### src/rtl/core/sssp_pkg.sv
package sssp_pkg;

	// Default graph size and the fixed field widths of the item and configuration ports.
	localparam int DEF_MAX_VERTICES = 32;
	localparam int VERTEX_W         = 5;
	localparam int WEIGHT_W         = 16;
	localparam int COUNT_W          = 6;
	localparam int CFG_IDX_W        = 1;
	localparam int CFG_DATA_W       = 6;

	// Weight value that marks a missing edge and an unreachable vertex.
	localparam logic [WEIGHT_W-1:0] NO_EDGE = 16'hFFFF;

	// Configuration register indexes and reset values.
	localparam logic [CFG_IDX_W-1:0] REG_VERTEX_COUNT  = 1'b0;
	localparam logic [CFG_IDX_W-1:0] REG_SOURCE_VERTEX = 1'b1;
	localparam logic [COUNT_W-1:0]   VERTEX_COUNT_RESET = 6'd32;
	localparam logic [VERTEX_W-1:0]  SOURCE_VERTEX_RESET = 5'd0;

	// Datapath operation codes issued by the controller.
	localparam logic [2:0] OP_NOP     = 3'd0;
	localparam logic [2:0] OP_WRITE   = 3'd1;
	localparam logic [2:0] OP_INIT    = 3'd2;
	localparam logic [2:0] OP_FIND    = 3'd3;
	localparam logic [2:0] OP_SETTLE  = 3'd4;
	localparam logic [2:0] OP_RELAX   = 3'd5;
	localparam logic [2:0] OP_EMIT_RD = 3'd6;
	localparam logic [2:0] OP_EMIT_LD = 3'd7;

	// Command from the controller to the datapath.
	typedef struct packed {
		logic [2:0] op;
		logic       last;
	} dp_cmd_t;

	// Status from the datapath to the controller.
	typedef struct packed {
		logic found;
		logic out_free;
	} dp_stat_t;

endpackage

### src/rtl/core/sssp_ctrl.sv
module sssp_ctrl #(
	parameter int MAX_VERTICES = sssp_pkg::DEF_MAX_VERTICES
) (
	input  logic                                clk,
	input  logic                                arst_n,
	input  logic                                in_valid,
	output logic                                in_stall,
	input  logic                                command,
	input  logic [$clog2(MAX_VERTICES+1)-1:0]   n_eff,
	input  sssp_pkg::dp_stat_t                  stat,
	output sssp_pkg::dp_cmd_t                   cmd,
	output logic [$clog2(MAX_VERTICES)-1:0]     idx
);
	import sssp_pkg::*;

	localparam int VW = $clog2(MAX_VERTICES);
	localparam int NW = $clog2(MAX_VERTICES + 1);

	// Controller states.
	localparam logic [3:0] S_IDLE    = 4'd0;
	localparam logic [3:0] S_INIT    = 4'd1;
	localparam logic [3:0] S_DRAIN_I = 4'd2;
	localparam logic [3:0] S_FIND    = 4'd3;
	localparam logic [3:0] S_DRAIN_F = 4'd4;
	localparam logic [3:0] S_SETTLE  = 4'd5;
	localparam logic [3:0] S_RELAX   = 4'd6;
	localparam logic [3:0] S_DRAIN_R = 4'd7;
	localparam logic [3:0] S_EMIT_RD = 4'd8;
	localparam logic [3:0] S_EMIT_LD = 4'd9;

	logic [3:0]    state_q, state_d;
	logic [VW-1:0] idx_q, idx_d;
	logic [VW-1:0] round_q, round_d;
	logic [VW-1:0] last_idx;
	logic          idx_last;
	logic          round_last;

	assign last_idx   = VW'(n_eff - NW'(1));
	assign idx_last   = (idx_q == last_idx);
	assign round_last = (round_q == last_idx);

	// Next state and command decode.
	always_comb begin
		state_d  = state_q;
		idx_d    = idx_q;
		round_d  = round_q;
		cmd.op   = OP_NOP;
		cmd.last = 1'b0;
		unique case (state_q)
			S_IDLE: begin
				if (in_valid) begin
					if (!command) begin
						cmd.op = OP_WRITE;
					end else if (n_eff != '0) begin
						state_d = S_INIT;
						idx_d   = '0;
					end
				end
			end
			S_INIT: begin
				cmd.op = OP_INIT;
				if (idx_last) begin
					state_d = S_DRAIN_I;
				end else begin
					idx_d = idx_q + VW'(1);
				end
			end
			S_DRAIN_I: begin
				state_d = S_FIND;
				idx_d   = '0;
				round_d = '0;
			end
			S_FIND: begin
				cmd.op = OP_FIND;
				if (idx_last) begin
					state_d = S_DRAIN_F;
				end else begin
					idx_d = idx_q + VW'(1);
				end
			end
			S_DRAIN_F: begin
				state_d = S_SETTLE;
			end
			S_SETTLE: begin
				idx_d = '0;
				if (stat.found) begin
					cmd.op  = OP_SETTLE;
					state_d = S_RELAX;
				end else begin
					state_d = S_EMIT_RD;
				end
			end
			S_RELAX: begin
				cmd.op = OP_RELAX;
				if (idx_last) begin
					state_d = S_DRAIN_R;
				end else begin
					idx_d = idx_q + VW'(1);
				end
			end
			S_DRAIN_R: begin
				idx_d = '0;
				if (round_last) begin
					state_d = S_EMIT_RD;
				end else begin
					round_d = round_q + VW'(1);
					state_d = S_FIND;
				end
			end
			S_EMIT_RD: begin
				cmd.op  = OP_EMIT_RD;
				state_d = S_EMIT_LD;
			end
			S_EMIT_LD: begin
				if (stat.out_free) begin
					cmd.op   = OP_EMIT_LD;
					cmd.last = idx_last;
					if (idx_last) begin
						state_d = S_IDLE;
					end else begin
						idx_d   = idx_q + VW'(1);
						state_d = S_EMIT_RD;
					end
				end
			end
			default: begin
				state_d = S_IDLE;
			end
		endcase
	end

	// State and counter registers.
	always_ff @(posedge clk or negedge arst_n) begin
		if (!arst_n) begin
			state_q <= S_IDLE;
			idx_q   <= '0;
			round_q <= '0;
		end else begin
			state_q <= state_d;
			idx_q   <= idx_d;
			round_q <= round_d;
		end
	end

	assign in_stall = (state_q != S_IDLE);
	assign idx      = idx_q;

endmodule
### config.mk
export PLATFORM = sky130hd
export DESIGN_NAME = sssp_ctrl
export DESIGN_NICKNAME = d
export VERILOG_FILES = /design/src/rtl/core/sssp_pkg.sv /design/src/rtl/core/sssp_ctrl.sv
export SDC_FILE = /design/constraint.sdc
export NUM_CORES = 1
export LEC_CHECK = 0
export BUFFER_PORTS_ARGS = -buffer_cell sky130_fd_sc_hd__buf_2
export CORE_AREA = 2 2 84 66
export CTS_CLUSTER_SIZE = 10
export DETAILED_ROUTE_END_ITERATION = 10
export DIE_AREA = 0 0 86 68
export PLACE_DENSITY = 0.45
export RECOVER_POWER = 25
export SLEW_MARGIN = 20
export SYNTH_ARGS = -nofsm -noshare
export SYNTH_HDL_FRONTEND = slang
export SYNTH_SLANG_ARGS = --single-unit
export TNS_END_PERCENT = 50
### constraint.sdc
create_clock -name clk -period 2.78 [get_ports clk]
set_clock_uncertainty 0.1 [all_clocks]
set_input_delay 0.417 -clock clk [delete_from_list [all_inputs] [get_ports clk]]
set_output_delay 0.417 -clock clk [all_outputs]
set_load 0.02 [all_outputs]
* Word-level counts from Yosys, hierarchy flattened *
Index checks and enable logic that the tools add are counted.

cells by class
  $add $sub $neg = 3
  equality and inequality tests = 19
  mux-type cells = 25
  reductions and logical operators = 10

operators with widths
  cell                                                 number
  2-to-1 mux 4 bit                                     11
  one-hot mux 4 bit (10 select lines)                  1
  2-to-1 mux 5 bit                                     6
  one-hot mux 3 bit (7 select lines)                   1
  one-hot mux 5 bit (4 select lines)                   1
  equality test 4 x 3 -> 1 bit, second input constant  4
  != test 2 bit, second input constant                 8
  adder 5 x 1 -> 5 bit, second input constant          2
  equality test 5 bit                                  2
  one-hot mux 5 bit (2 select lines)                   1
  equality test 4 x 2 -> 1 bit, second input constant  2
  equality test 4 bit, second input constant           2
  nonzero test 4 bit                                   2
  AND reduction 7 bit                                  1
  nonzero test 6 bit                                   1
  OR reduction 3 bit                                   2
  AND reduction 5 bit                                  1
  subtractor 5 x 1 -> 5 bit, second input constant     1
  equality test 4 x 1 -> 1 bit, second input constant  1
  logical NOT 4 bit                                    1
  2-to-1 mux 1 bit                                     3
  2-to-1 mux 3 bit                                     1
  AND reduction 2 bit                                  1
  nonzero test 2 bit                                   1

word-level totals
  flip-flop bits (word level) = 14
  input bits = 12
  output and inout bits = 10
  logic and storage cells = 60

* Longest topological paths before layout *
Gate-level depths: netlist of the first run.

  word-level depth = 5
  mapped depth = 10
  depth with buffers taken out = 8

* Worst setup path before layout of the first run *
No wires, ideal clock.

  path kind = input-to-output
  start point = input n_eff[0]
  end point = output cmd[0] in the netlist's numbering
  arrival = 2.235 ns
  required time = 2.263 ns
  path slack = 0.028 ns
  cell stages on the path = 9
  cell sequence = inv_1 ha_1 or3b_1 buf_2 a311oi_2 o2111ai_2 or2_1 buf_6 nor2_1

RTL lines
  element             line             RTL
  start: declaration  sssp_ctrl.sv:9   input logic [$clog2(MAX_VERTICES+1)-1:0] n_eff,
  end: declaration    sssp_ctrl.sv:11  output sssp_pkg::dp_cmd_t cmd,

==> impl_metrics.tcl, run 1 <==
set metrics [dict create \
    run_status "completed" \
    hold_violations 0 \
    ys_dominant_reg_cell "sky130_fd_sc_hd__dfrtp_1" \
    grt_start_max_net_pins 19 \
    buffer_ports.inserted 21 \
    grt_pass1_vias 1163 \
    grt_usage 0.118 \
    dieArea_um2 5850 \
    post-route-min-period_ns 2.63 \
    clock_insertion_delay_worst_skew_ns 0.25 \
    ys_ff_latch 14 \
    final_common_cell "sky130_fd_sc_hd__buf_2" \
    detail_route.wirelength_um 3180 \
    relSlewSlack 0.427 \
    powerDensity_nw_per_um2 869 \
    min_delay_worst_endpoint "round_q[4]" \
    post_cts_setup_buffers 0 \
    utilization 0.296 \
    regToRegEndpoint "idx[2]" \
    fin_area_um2 1510 \
    placeableCoreArea_um2 5090 \
    cp.arrival_ns 2.11 \
    sink_count_of_the_clock_tree 14 \
    finalNonFillerCells 242 \
    async_reset_ff_frac 1.00 \
    drive_above_1_share 0.222 \
    critical-path-max-stage-delay_ns 0.40 \
    cts.htree.levels 1 \
    cp_slowest_cell "sky130_fd_sc_hd__or3b_4" \
    route.antenna.remaining_nets 0 \
    syn-instance-count 153 \
    fp-row-count 23 \
    gp_routability_congestion 0.787 \
    num_io_pins 22 \
    total_inserted_antenna_cells 0 \
    clk_pin_slew_worst_paths_ns 0.06 \
    netlist-cell-type-count 46 \
    min-delay-path-class "flip-flop to flip-flop" \
    setup_total_negative_slack_ns 0 \
    place_inst 237 \
    worst_path_most_repeated_cell "sky130_fd_sc_hd__buf_2" \
    drv_slew 0 \
    synth.avg_cell_area_um2 8.01 \
    worstHoldStart "round_q[4]" \
    ctsRootBufferMaster "sky130_fd_sc_hd__clkbuf_8" \
    grt.overflow.total 0 \
    drc 0 \
    r2r_setup_slack_ns 0.74 \
    ys_seq_area_frac 0.286 \
    hold_path_depth 1 \
    nNetsFinal 196 \
    route.detailed.vias_per_inst 4.82 \
    peakVddDrop_uv 246 \
    synth_edf_count 0 \
    effective_utilization_at_floorplan 0.240 \
    route.vias.total 1167 \
    synthesis.yosys.warnings 0 \
    layout.filler_cells 548 \
    crit_chain "buf_2, inv_1, ha_1, or3b_4, a311oi_2, o2111ai_2, or2_4, nor2_1, buf_2" \
    die_w_um 86 \
    global_route_wire_length_before_repair_um 5420 \
    cp_data_required_time_ns 2.26 \
    commonest_non_fill_non_tap_cells_in_the_layout "20 x sky130_fd_sc_hd__buf_2, 19 x sky130_fd_sc_hd__nand2_1, 14 x sky130_fd_sc_hd__dfrtp_1" \
    post_dp_cell_area_um2 1440 \
    post_drt_wl_per_cell_um 13.1 \
    synth_fp_nets 168 \
    finalSetupViolCount 0 \
    drt_iter0_drc 84 \
    cts_made_buffers 3 \
    drt-pass1-iter-count 4 \
    synthesized_cell_area_um2 1220 \
    worstMarginPinSlew_ns 0.860 \
    power_leakage_nw 0.648 \
    regToRegStartpoint "state_q[3]" \
    post-route-period-util 0.944 \
    synthToLayoutAreaGrowth_pct 22.9 \
    crit_fanout 5 \
    startpoint_type "input port" \
    antenna_violations_before_repair 0 \
    clock.fmax_ghz 0.381 \
    die-height_um 68 \
    clock_tree_from_tritoncts "yes" \
    critPathCaptureType "output port" \
    clockBufferDepth 2 \
    rr_worst_depth 6 \
    max_cap_violations 0 \
    rsz0062_at_grt "no" \
    type_of_the_worst_setup_path "input port to output port" \
    hpwlAfterDp_um 2430 \
]
synthesized netlist by cell type (2+ instances only):
master	n	area, um2
sky130_fd_sc_hd__nand3b_1	4	30.0
sky130_fd_sc_hd__nand2_1	19	71.3
sky130_fd_sc_hd__nor2_1	10	37.5
sky130_fd_sc_hd__o21bai_1	2	15.0
sky130_fd_sc_hd__a21oi_1	8	40.0
sky130_fd_sc_hd__and2_1	2	12.5
sky130_fd_sc_hd__nor2b_1	4	25.0
sky130_fd_sc_hd__or2b_1	2	15.0
sky130_fd_sc_hd__o21ai_0	8	40.0
sky130_fd_sc_hd__xor2_1	4	35.0
sky130_fd_sc_hd__xnor2_1	10	87.6
sky130_fd_sc_hd__nand3_1	4	20.0
sky130_fd_sc_hd__mux2i_1	4	40.0
sky130_fd_sc_hd__nand2b_1	5	31.3
sky130_fd_sc_hd__ha_1	3	37.5
sky130_fd_sc_hd__nor3_1	5	25.0
sky130_fd_sc_hd__clkbuf_1	6	22.5
sky130_fd_sc_hd__dfrtp_1	14	350
sky130_fd_sc_hd__o22ai_1	5	31.3
sky130_fd_sc_hd__inv_1	8	30.0
routing by layer:
| layer | global-route usage | vias to the layer above | routed length (um) |
|---|---|---|---|
| li1 | - | 597 | - |
| met1 | 0.159 | 552 | 1690 |
| met3 | 0.0326 | 4 | 79 |
| met5 | 0 | - | 0 |
| met4 | 0.0397 | 0 | 24 |
| met2 | 0.182 | 14 | 1390 |
report_power, final:
| group | internal (mW) | total (mW) | leakage (nW) | switching, mW |
|---|---|---|---|---|
| registers | 0.260 | 0.364 | 0.187 | 0.104 |
| clock network | 0.126 | 0.202 | 0.0288 | 0.0768 |
| logic | 0.308 | 0.740 | 0.433 | 0.433 |
| total | 0.693 | 1.31 | 0.648 | 0.614 |
critical path, delay by kind of cell:
family                     cells  cell delay, ns
adders and majority gates      1            0.16
AOI/OAI and AO/OA              2            0.46
and+or+nand+nor                3            0.76
buffers and inverters          3            0.31
through the flow:
step | hold slack (ns) | setup WS, ns | power [mW]
floorplan | 0.0214 | 0.0282 | 0.887
global placement | 0.253 | 0.0923 | 1.11
detailed placement | 0.255 | 0.0815 | 1.10
CTS | 0.414 | 0.0698 | 1.31
global route | 0.456 | 0.0272 | 1.43
finish | 0.413 | 0.155 | 1.31
cell type report:
class                      count  area, um2  area share
timing repair buffer          31        181       0.121
inverter                       8       30.0      0.0200
multi-input combinational    123        811       0.539
tap                           62       77.6      0.0515
clock buffer                   4       55.1      0.0366
sequential                    14        350       0.233
state kept, by name (all words and copies together), names as in the netlist:
register,flops
idx,5
state_q,4
round_q,5
worst max-delay path by stage:
stage                         from      to  slack [ns]  depth (start not counted)
final                     n_eff[0]  cmd[0]        0.15                          9
after global routing      n_eff[0]  cmd[0]        0.03                          9
after CTS                 n_eff[0]  cmd[0]        0.07                          9
after detailed placement  n_eff[0]  cmd[0]        0.08                          9
after global placement    n_eff[0]  cmd[0]        0.09                          9
after floorplan           n_eff[0]  cmd[0]        0.03                          9
repair_timing:
action                     4_1_cts  5_1_grt
gates resized for setup          0        2
hold endpoints to repair        14        0
setup endpoints to repair        0        1
hold buffers                     1        0
kinds of logic (layout without fill, tap and decap cells):
group | count (synthesis) | in the layout | synth area share
fa+ha+maj | 3 | 3 | 0.0306
mux | 6 | 6 | 0.0511
buf+inv | 16 | 43 | 0.0562
compound gates | 37 | 37 | 0.212
simple gates | 63 | 63 | 0.264
flops | 14 | 14 | 0.286
xor+xnor | 14 | 14 | 0.100
(Power assumes the default switching activity.)
==> inputs of run 2 (changes only) <==
--- a/config.mk
+++ b/config.mk
@@ -6,10 +6,10 @@
 export NUM_CORES = 1
 export LEC_CHECK = 0
 export BUFFER_PORTS_ARGS = -buffer_cell sky130_fd_sc_hd__buf_2
-export CORE_AREA = 2 2 84 66
+export CORE_AREA = 8 8 90 72
 export CTS_CLUSTER_SIZE = 10
 export DETAILED_ROUTE_END_ITERATION = 10
-export DIE_AREA = 0 0 86 68
+export DIE_AREA = 0 0 98 80
 export PLACE_DENSITY = 0.45
 export RECOVER_POWER = 25
 export SLEW_MARGIN = 20
==> run 2 against run 1 <==
Against the previous run:
- first-iteration DRC count rose by 48%
- via count fell by 1.4%
- combinational power fell by 3%
- flip-flop and latch count did not move
- clock-buffer cell count did not move
- clock power rose by 4%
- maximum frequency fell by 0.78%
- design area fell by 0.67%
- final cell count fell by 0.41%
- non-clock buffer count fell by 1
- worst setup slack got worse by 0.021 ns
- sequential power barely moved
- highest routed layer unchanged
==> impl_metrics.tcl, run 2 (synthesis results as in run 1) <==
set metrics [dict create \
    relSlewSlack 0.431 \
    drt_iter0_drc 124 \
    die_w_um 98 \
    die-height_um 80 \
    num_io_pins 22 \
    final_common_cell "sky130_fd_sc_hd__buf_2" \
    hpwlAfterDp_um 2560 \
    dieArea_um2 7840 \
    fp-row-count 23 \
    crit_buf_inv 3 \
    drive_above_1_share 0.212 \
    post_drt_wl_per_cell_um 13.9 \
    hold_violations 0 \
    critPathCaptureType "output port" \
    clock_insertion_delay_worst_skew_ns 0.26 \
    cp_slowest_cell "sky130_fd_sc_hd__or3b_1" \
    gp_routability_congestion 0.771 \
    nNetsFinal 195 \
    critical-path-max-stage-delay_ns 0.41 \
    min-delay-path-class "flip-flop to flip-flop" \
    ctsRootBufferMaster "sky130_fd_sc_hd__clkbuf_8" \
    worst_path_dominant_cell_family "simple AND/OR/NAND/NOR gates" \
    global_route_wire_length_before_repair_um 5720 \
    post_cts_setup_buffers 0 \
    route.vias.total 1151 \
    buffer_ports.inserted 21 \
    cp_data_required_time_ns 2.26 \
    max_cap_violations 0 \
    post-route-period-util 0.952 \
    crit_fanout 5 \
    setup_total_negative_slack_ns 0 \
    cp.arrival_ns 2.13 \
    worstMarginPinSlew_ns 0.854 \
    drv_slew 0 \
    placeableCoreArea_um2 5090 \
    commonest_non_fill_non_tap_cells_in_the_layout "20 x sky130_fd_sc_hd__buf_2, 19 x sky130_fd_sc_hd__nand2_1, 14 x sky130_fd_sc_hd__dfrtp_1" \
    antenna_violations_before_repair 0 \
    clock_tree_from_tritoncts "yes" \
    power_leakage_nw 0.642 \
    route.detailed.vias_per_inst 4.78 \
    clockBufferDepth 2 \
    cts.htree.levels 1 \
    drc 0 \
    grt_start_max_net_pins 19 \
    drt-pass1-iter-count 4 \
    clk_pin_slew_worst_paths_ns 0.06 \
    totalPowerFinal_mw 1.30 \
    rsz0062_at_grt "no" \
    finalSetupViolCount 0 \
    post-route-min-period_ns 2.65 \
    worst_path_most_repeated_cell "sky130_fd_sc_hd__buf_2" \
    synthToLayoutAreaGrowth_pct 22.1 \
    powerDensity_nw_per_um2 867 \
    clock.fmax_ghz 0.378 \
    grt.overflow.total 0 \
    route.antenna.remaining_nets 0 \
    sink_count_of_the_clock_tree 14 \
    grt_pass1_vias 1163 \
    crit_chain "buf_2, inv_1, ha_1, or3b_1, a311oi_2, o2111ai_2, or2_4, nor2_1, buf_2" \
    detail_route.wirelength_um 3340 \
    total_inserted_antenna_cells 0 \
    grt_usage 0.0895 \
    type_of_the_worst_setup_path "input port to output port" \
    run_status "completed" \
    cts_made_buffers 3 \
    peakVddDrop_uv 357 \
    startpoint_type "input port" \
    effective_utilization_at_floorplan 0.240 \
]
## run 2: layer usage
metal / GRT usage / part of all wire / vias up
met5: 0 / 0 / -
met4: 0.0233 / 0.0036 / 0
met3: 0.0279 / 0.036 / 2
met2: 0.141 / 0.44 / 13
met1: 0.116 / 0.52 / 544
li1: - / - / 592
## run 2: where the power goes
part           switching, mW  total, mW  internal [mW]
Clock                 0.0852      0.211          0.126
Sequential             0.105      0.365          0.260
Combinational          0.424      0.721          0.297
## run 2: timing repair
item                                    CTS  global route
hold endpoints to repair                 14             0
resized for setup                         0             1
hold buffers                              1             0
endpoints found under the setup margin    0             1
## run 2: path summary, 6_finish.rpt
| check | start | to | slack (ns) | depth (start not counted) |
|---|---|---|---|---|
| max in group asynchronous | arst_n | round_q[1] | 1.36 | 2 |
| min reg2reg | round_q[4] | round_q[4] | 0.42 | 1 |
| max | n_eff[0] | cmd[0] | 0.13 | 9 |
| min | round_q[4] | round_q[4] | 0.42 | 1 |
| max reg2reg | state_q[3] | idx[2] | 0.73 | 6 |
| min in group asynchronous | arst_n | state_q[3] | 0.69 | 2 |
## run 2: cell type report
| class | count | area (um2) |
|---|---|---|
| multi-input cells | 123 | 808 |
| clock buffers | 4 | 55.1 |
| repair buffers | 30 | 174 |
| inverters | 8 | 30.0 |
| well taps | 62 | 77.6 |
| fillers | 549 | 3600 |
| flip-flops and latches | 14 | 350 |
## run 2: stage by stage
step	hold WS (ns)	std cells	area (um2)	setup WS (ns)	util
2_1_floorplan	0.0214	153	1220	0.0282	-
3_3_place_gp	0.247	236	1430	0.0866	0.281
3_5_place_dp	0.255	236	1430	0.0785	0.281
4_1_cts	0.428	241	1490	0.0638	0.293
5_1_grt	0.474	241	1500	0.0335	0.294
6_report	0.418	241	1500	0.134	0.294
==> inputs of run 3 (changes only) <==
--- a/config.mk
+++ b/config.mk
@@ -6,11 +6,11 @@
 export NUM_CORES = 1
 export LEC_CHECK = 0
 export BUFFER_PORTS_ARGS = -buffer_cell sky130_fd_sc_hd__buf_2
-export CORE_AREA = 8 8 90 72
+export CORE_AREA = 8 8 79 81
 export CTS_CLUSTER_SIZE = 10
 export DETAILED_ROUTE_END_ITERATION = 10
-export DIE_AREA = 0 0 98 80
-export PLACE_DENSITY = 0.45
+export DIE_AREA = 0 0 87 89
+export PLACE_DENSITY = 0.46
 export RECOVER_POWER = 25
 export SLEW_MARGIN = 20
 export SYNTH_ARGS = -nofsm -noshare
==> run 3 against run 2 <==
Against the previous run:
- largest cell class unchanged
- utilization is 1.0 points higher
- final cell count is 3.7% higher
- clock-buffer cell count stayed put
- combinational power is 2% higher
- largest power group unchanged
==> impl_metrics.tcl, run 3 (synthesis results as in run 1) <==
set metrics [dict create \
    clockBufferDepth 2 \
    global_route_wire_length_before_repair_um 5800 \
    power_leakage_nw 0.646 \
    grt.overflow.total 0 \
    final_common_cell "sky130_fd_sc_hd__buf_2" \
    buffer_ports.inserted 21 \
    post-route-min-period_ns 2.65 \
    post-route-period-util 0.954 \
    regToRegEndpoint "state_q[3]" \
    total_inserted_antenna_cells 0 \
    rsz0062_at_grt "no" \
    rr_worst_depth 6 \
    worst_path_most_repeated_cell "sky130_fd_sc_hd__buf_2" \
    nNetsFinal 196 \
    type_of_the_worst_setup_path "input port to output port" \
    fp-row-count 26 \
    gp_routability_congestion 0.718 \
    route.vias.total 1167 \
    drv_slew 0 \
    worstSetupEndpoint "cmd[0]" \
    placeableCoreArea_um2 4980 \
    timing.critical_path.depth 9 \
    critical-path-max-stage-delay_ns 0.40 \
    drt_iter0_drc 49 \
    cp.arrival_ns 2.14 \
    drc 0 \
    route.detailed.vias_per_inst 4.67 \
    max_cap_violations 0 \
    min-delay-path-class "flip-flop to flip-flop" \
    detail_route.wirelength_um 3300 \
    crit_chain "buf_2, inv_1, ha_1, or3b_4, a311oi_2, o2111ai_2, or2_1, nor2_1, buf_2" \
    grt_start_max_net_pins 19 \
    startpoint_type "input port" \
    relSlewSlack 0.463 \
    antenna_violations_before_repair 0 \
    cts.htree.levels 1 \
    die-height_um 89 \
    utilization 0.304 \
    effective_utilization_at_floorplan 0.246 \
    cp_slowest_cell "sky130_fd_sc_hd__or3b_4" \
    worstSetupStartpoint "n_eff[1]" \
    regToRegStartpoint "idx[1]" \
    critPathCaptureType "output port" \
    peakVddDrop_uv 305 \
    worst_path_dominant_cell_family "simple AND/OR/NAND/NOR gates" \
    crit_buf_inv 3 \
    finalSetupViolCount 0 \
    sink_count_of_the_clock_tree 14 \
    crit_fanout 4 \
    cts_made_buffers 3 \
    num_io_pins 22 \
    run_status "completed" \
    grt_pass1_vias 1236 \
    route.antenna.remaining_nets 0 \
    clk_pin_slew_worst_paths_ns 0.06 \
    r2r_setup_slack_ns 0.72 \
    totalPowerFinal_mw 1.30 \
    cp_data_required_time_ns 2.26 \
    drt-pass1-iter-count 7 \
    ctsRootBufferMaster "sky130_fd_sc_hd__clkbuf_8" \
    powerDensity_nw_per_um2 860 \
    dieArea_um2 7740 \
    post_cts_setup_buffers 0 \
    dpl_worst_slack_ns 0.105 \
    grt_usage 0.0926 \
    commonest_non_fill_non_tap_cells_in_the_layout "20 x sky130_fd_sc_hd__buf_2, 19 x sky130_fd_sc_hd__nand2_1, 14 x sky130_fd_sc_hd__dfrtp_1" \
    drive_above_1_share 0.217 \
    hpwlAfterDp_um 2530 \
    hold_violations 0 \
    worstMarginPinSlew_ns 0.806 \
    clock.fmax_ghz 0.377 \
    worst_hold_slack_ns 0.393 \
    synthToLayoutAreaGrowth_pct 23.5 \
    setup_total_negative_slack_ns 0 \
    worst_slack_ns 0.127 \
    post_drt_wl_per_cell_um 13.2 \
    clock_tree_from_tritoncts "yes" \
    die_w_um 87 \
    clock_insertion_delay_worst_skew_ns 0.25 \
]
[run 3: changes by cell type in the layout (fill, tap and decap cells not counted), sizes merged]
cell	previous run	this run
buf	28	29
[run 3: metal layers]
metal,vias to the layer above,GRT usage,share of wire
li1,595,-,-
met5,-,0,0
met4,0,0.0454,0.017
met3,4,0.0193,0.052
met1,545,0.115,0.49
met2,23,0.149,0.44
[run 3: cell type report]
cell class              count  area [um2]
fillers                   558        3460
multi-input cells         123         808
flip-flops and latches     14         350
repair buffers             31         181
well taps                  70        87.6
clock buffers               4        55.1
inverters                   8        30.0
[run 3: worst min path at each step]
stage | start | to | slack [ns] | cells after the start
after floorplan | arst_n | idx[0] | 0.02 | 0
after global placement | arst_n | state_q[2] | 0.25 | 1
after detailed placement | arst_n | state_q[0] | 0.25 | 1
after CTS | round_q[4] | round_q[4] | 0.40 | 1
after global routing | round_q[4] | round_q[4] | 0.43 | 1
final | round_q[4] | round_q[4] | 0.39 | 1
[run 3: through the flow]
stage / std cells / instance area (um2)
6_report: 250 / 1510
5_1_grt: 250 / 1510
4_1_cts: 250 / 1510
3_5_place_dp: 245 / 1450
3_3_place_gp: 245 / 1450
2_1_floorplan: 153 / 1220
[run 3: report_power, final]
group	internal (mW)	total [mW]	leakage, nW	switching, mW
registers	0.260	0.362	0.187	0.101
clock network	0.126	0.202	0.0288	0.0763
logic	0.307	0.738	0.431	0.431
total	0.693	1.30	0.646	0.609
[run 3: repair_timing]
item	in CTS	in global routing
setup endpoints to repair	0	1
endpoints found under the hold margin	14	0
resized for setup	0	1
hold buffers	1	0
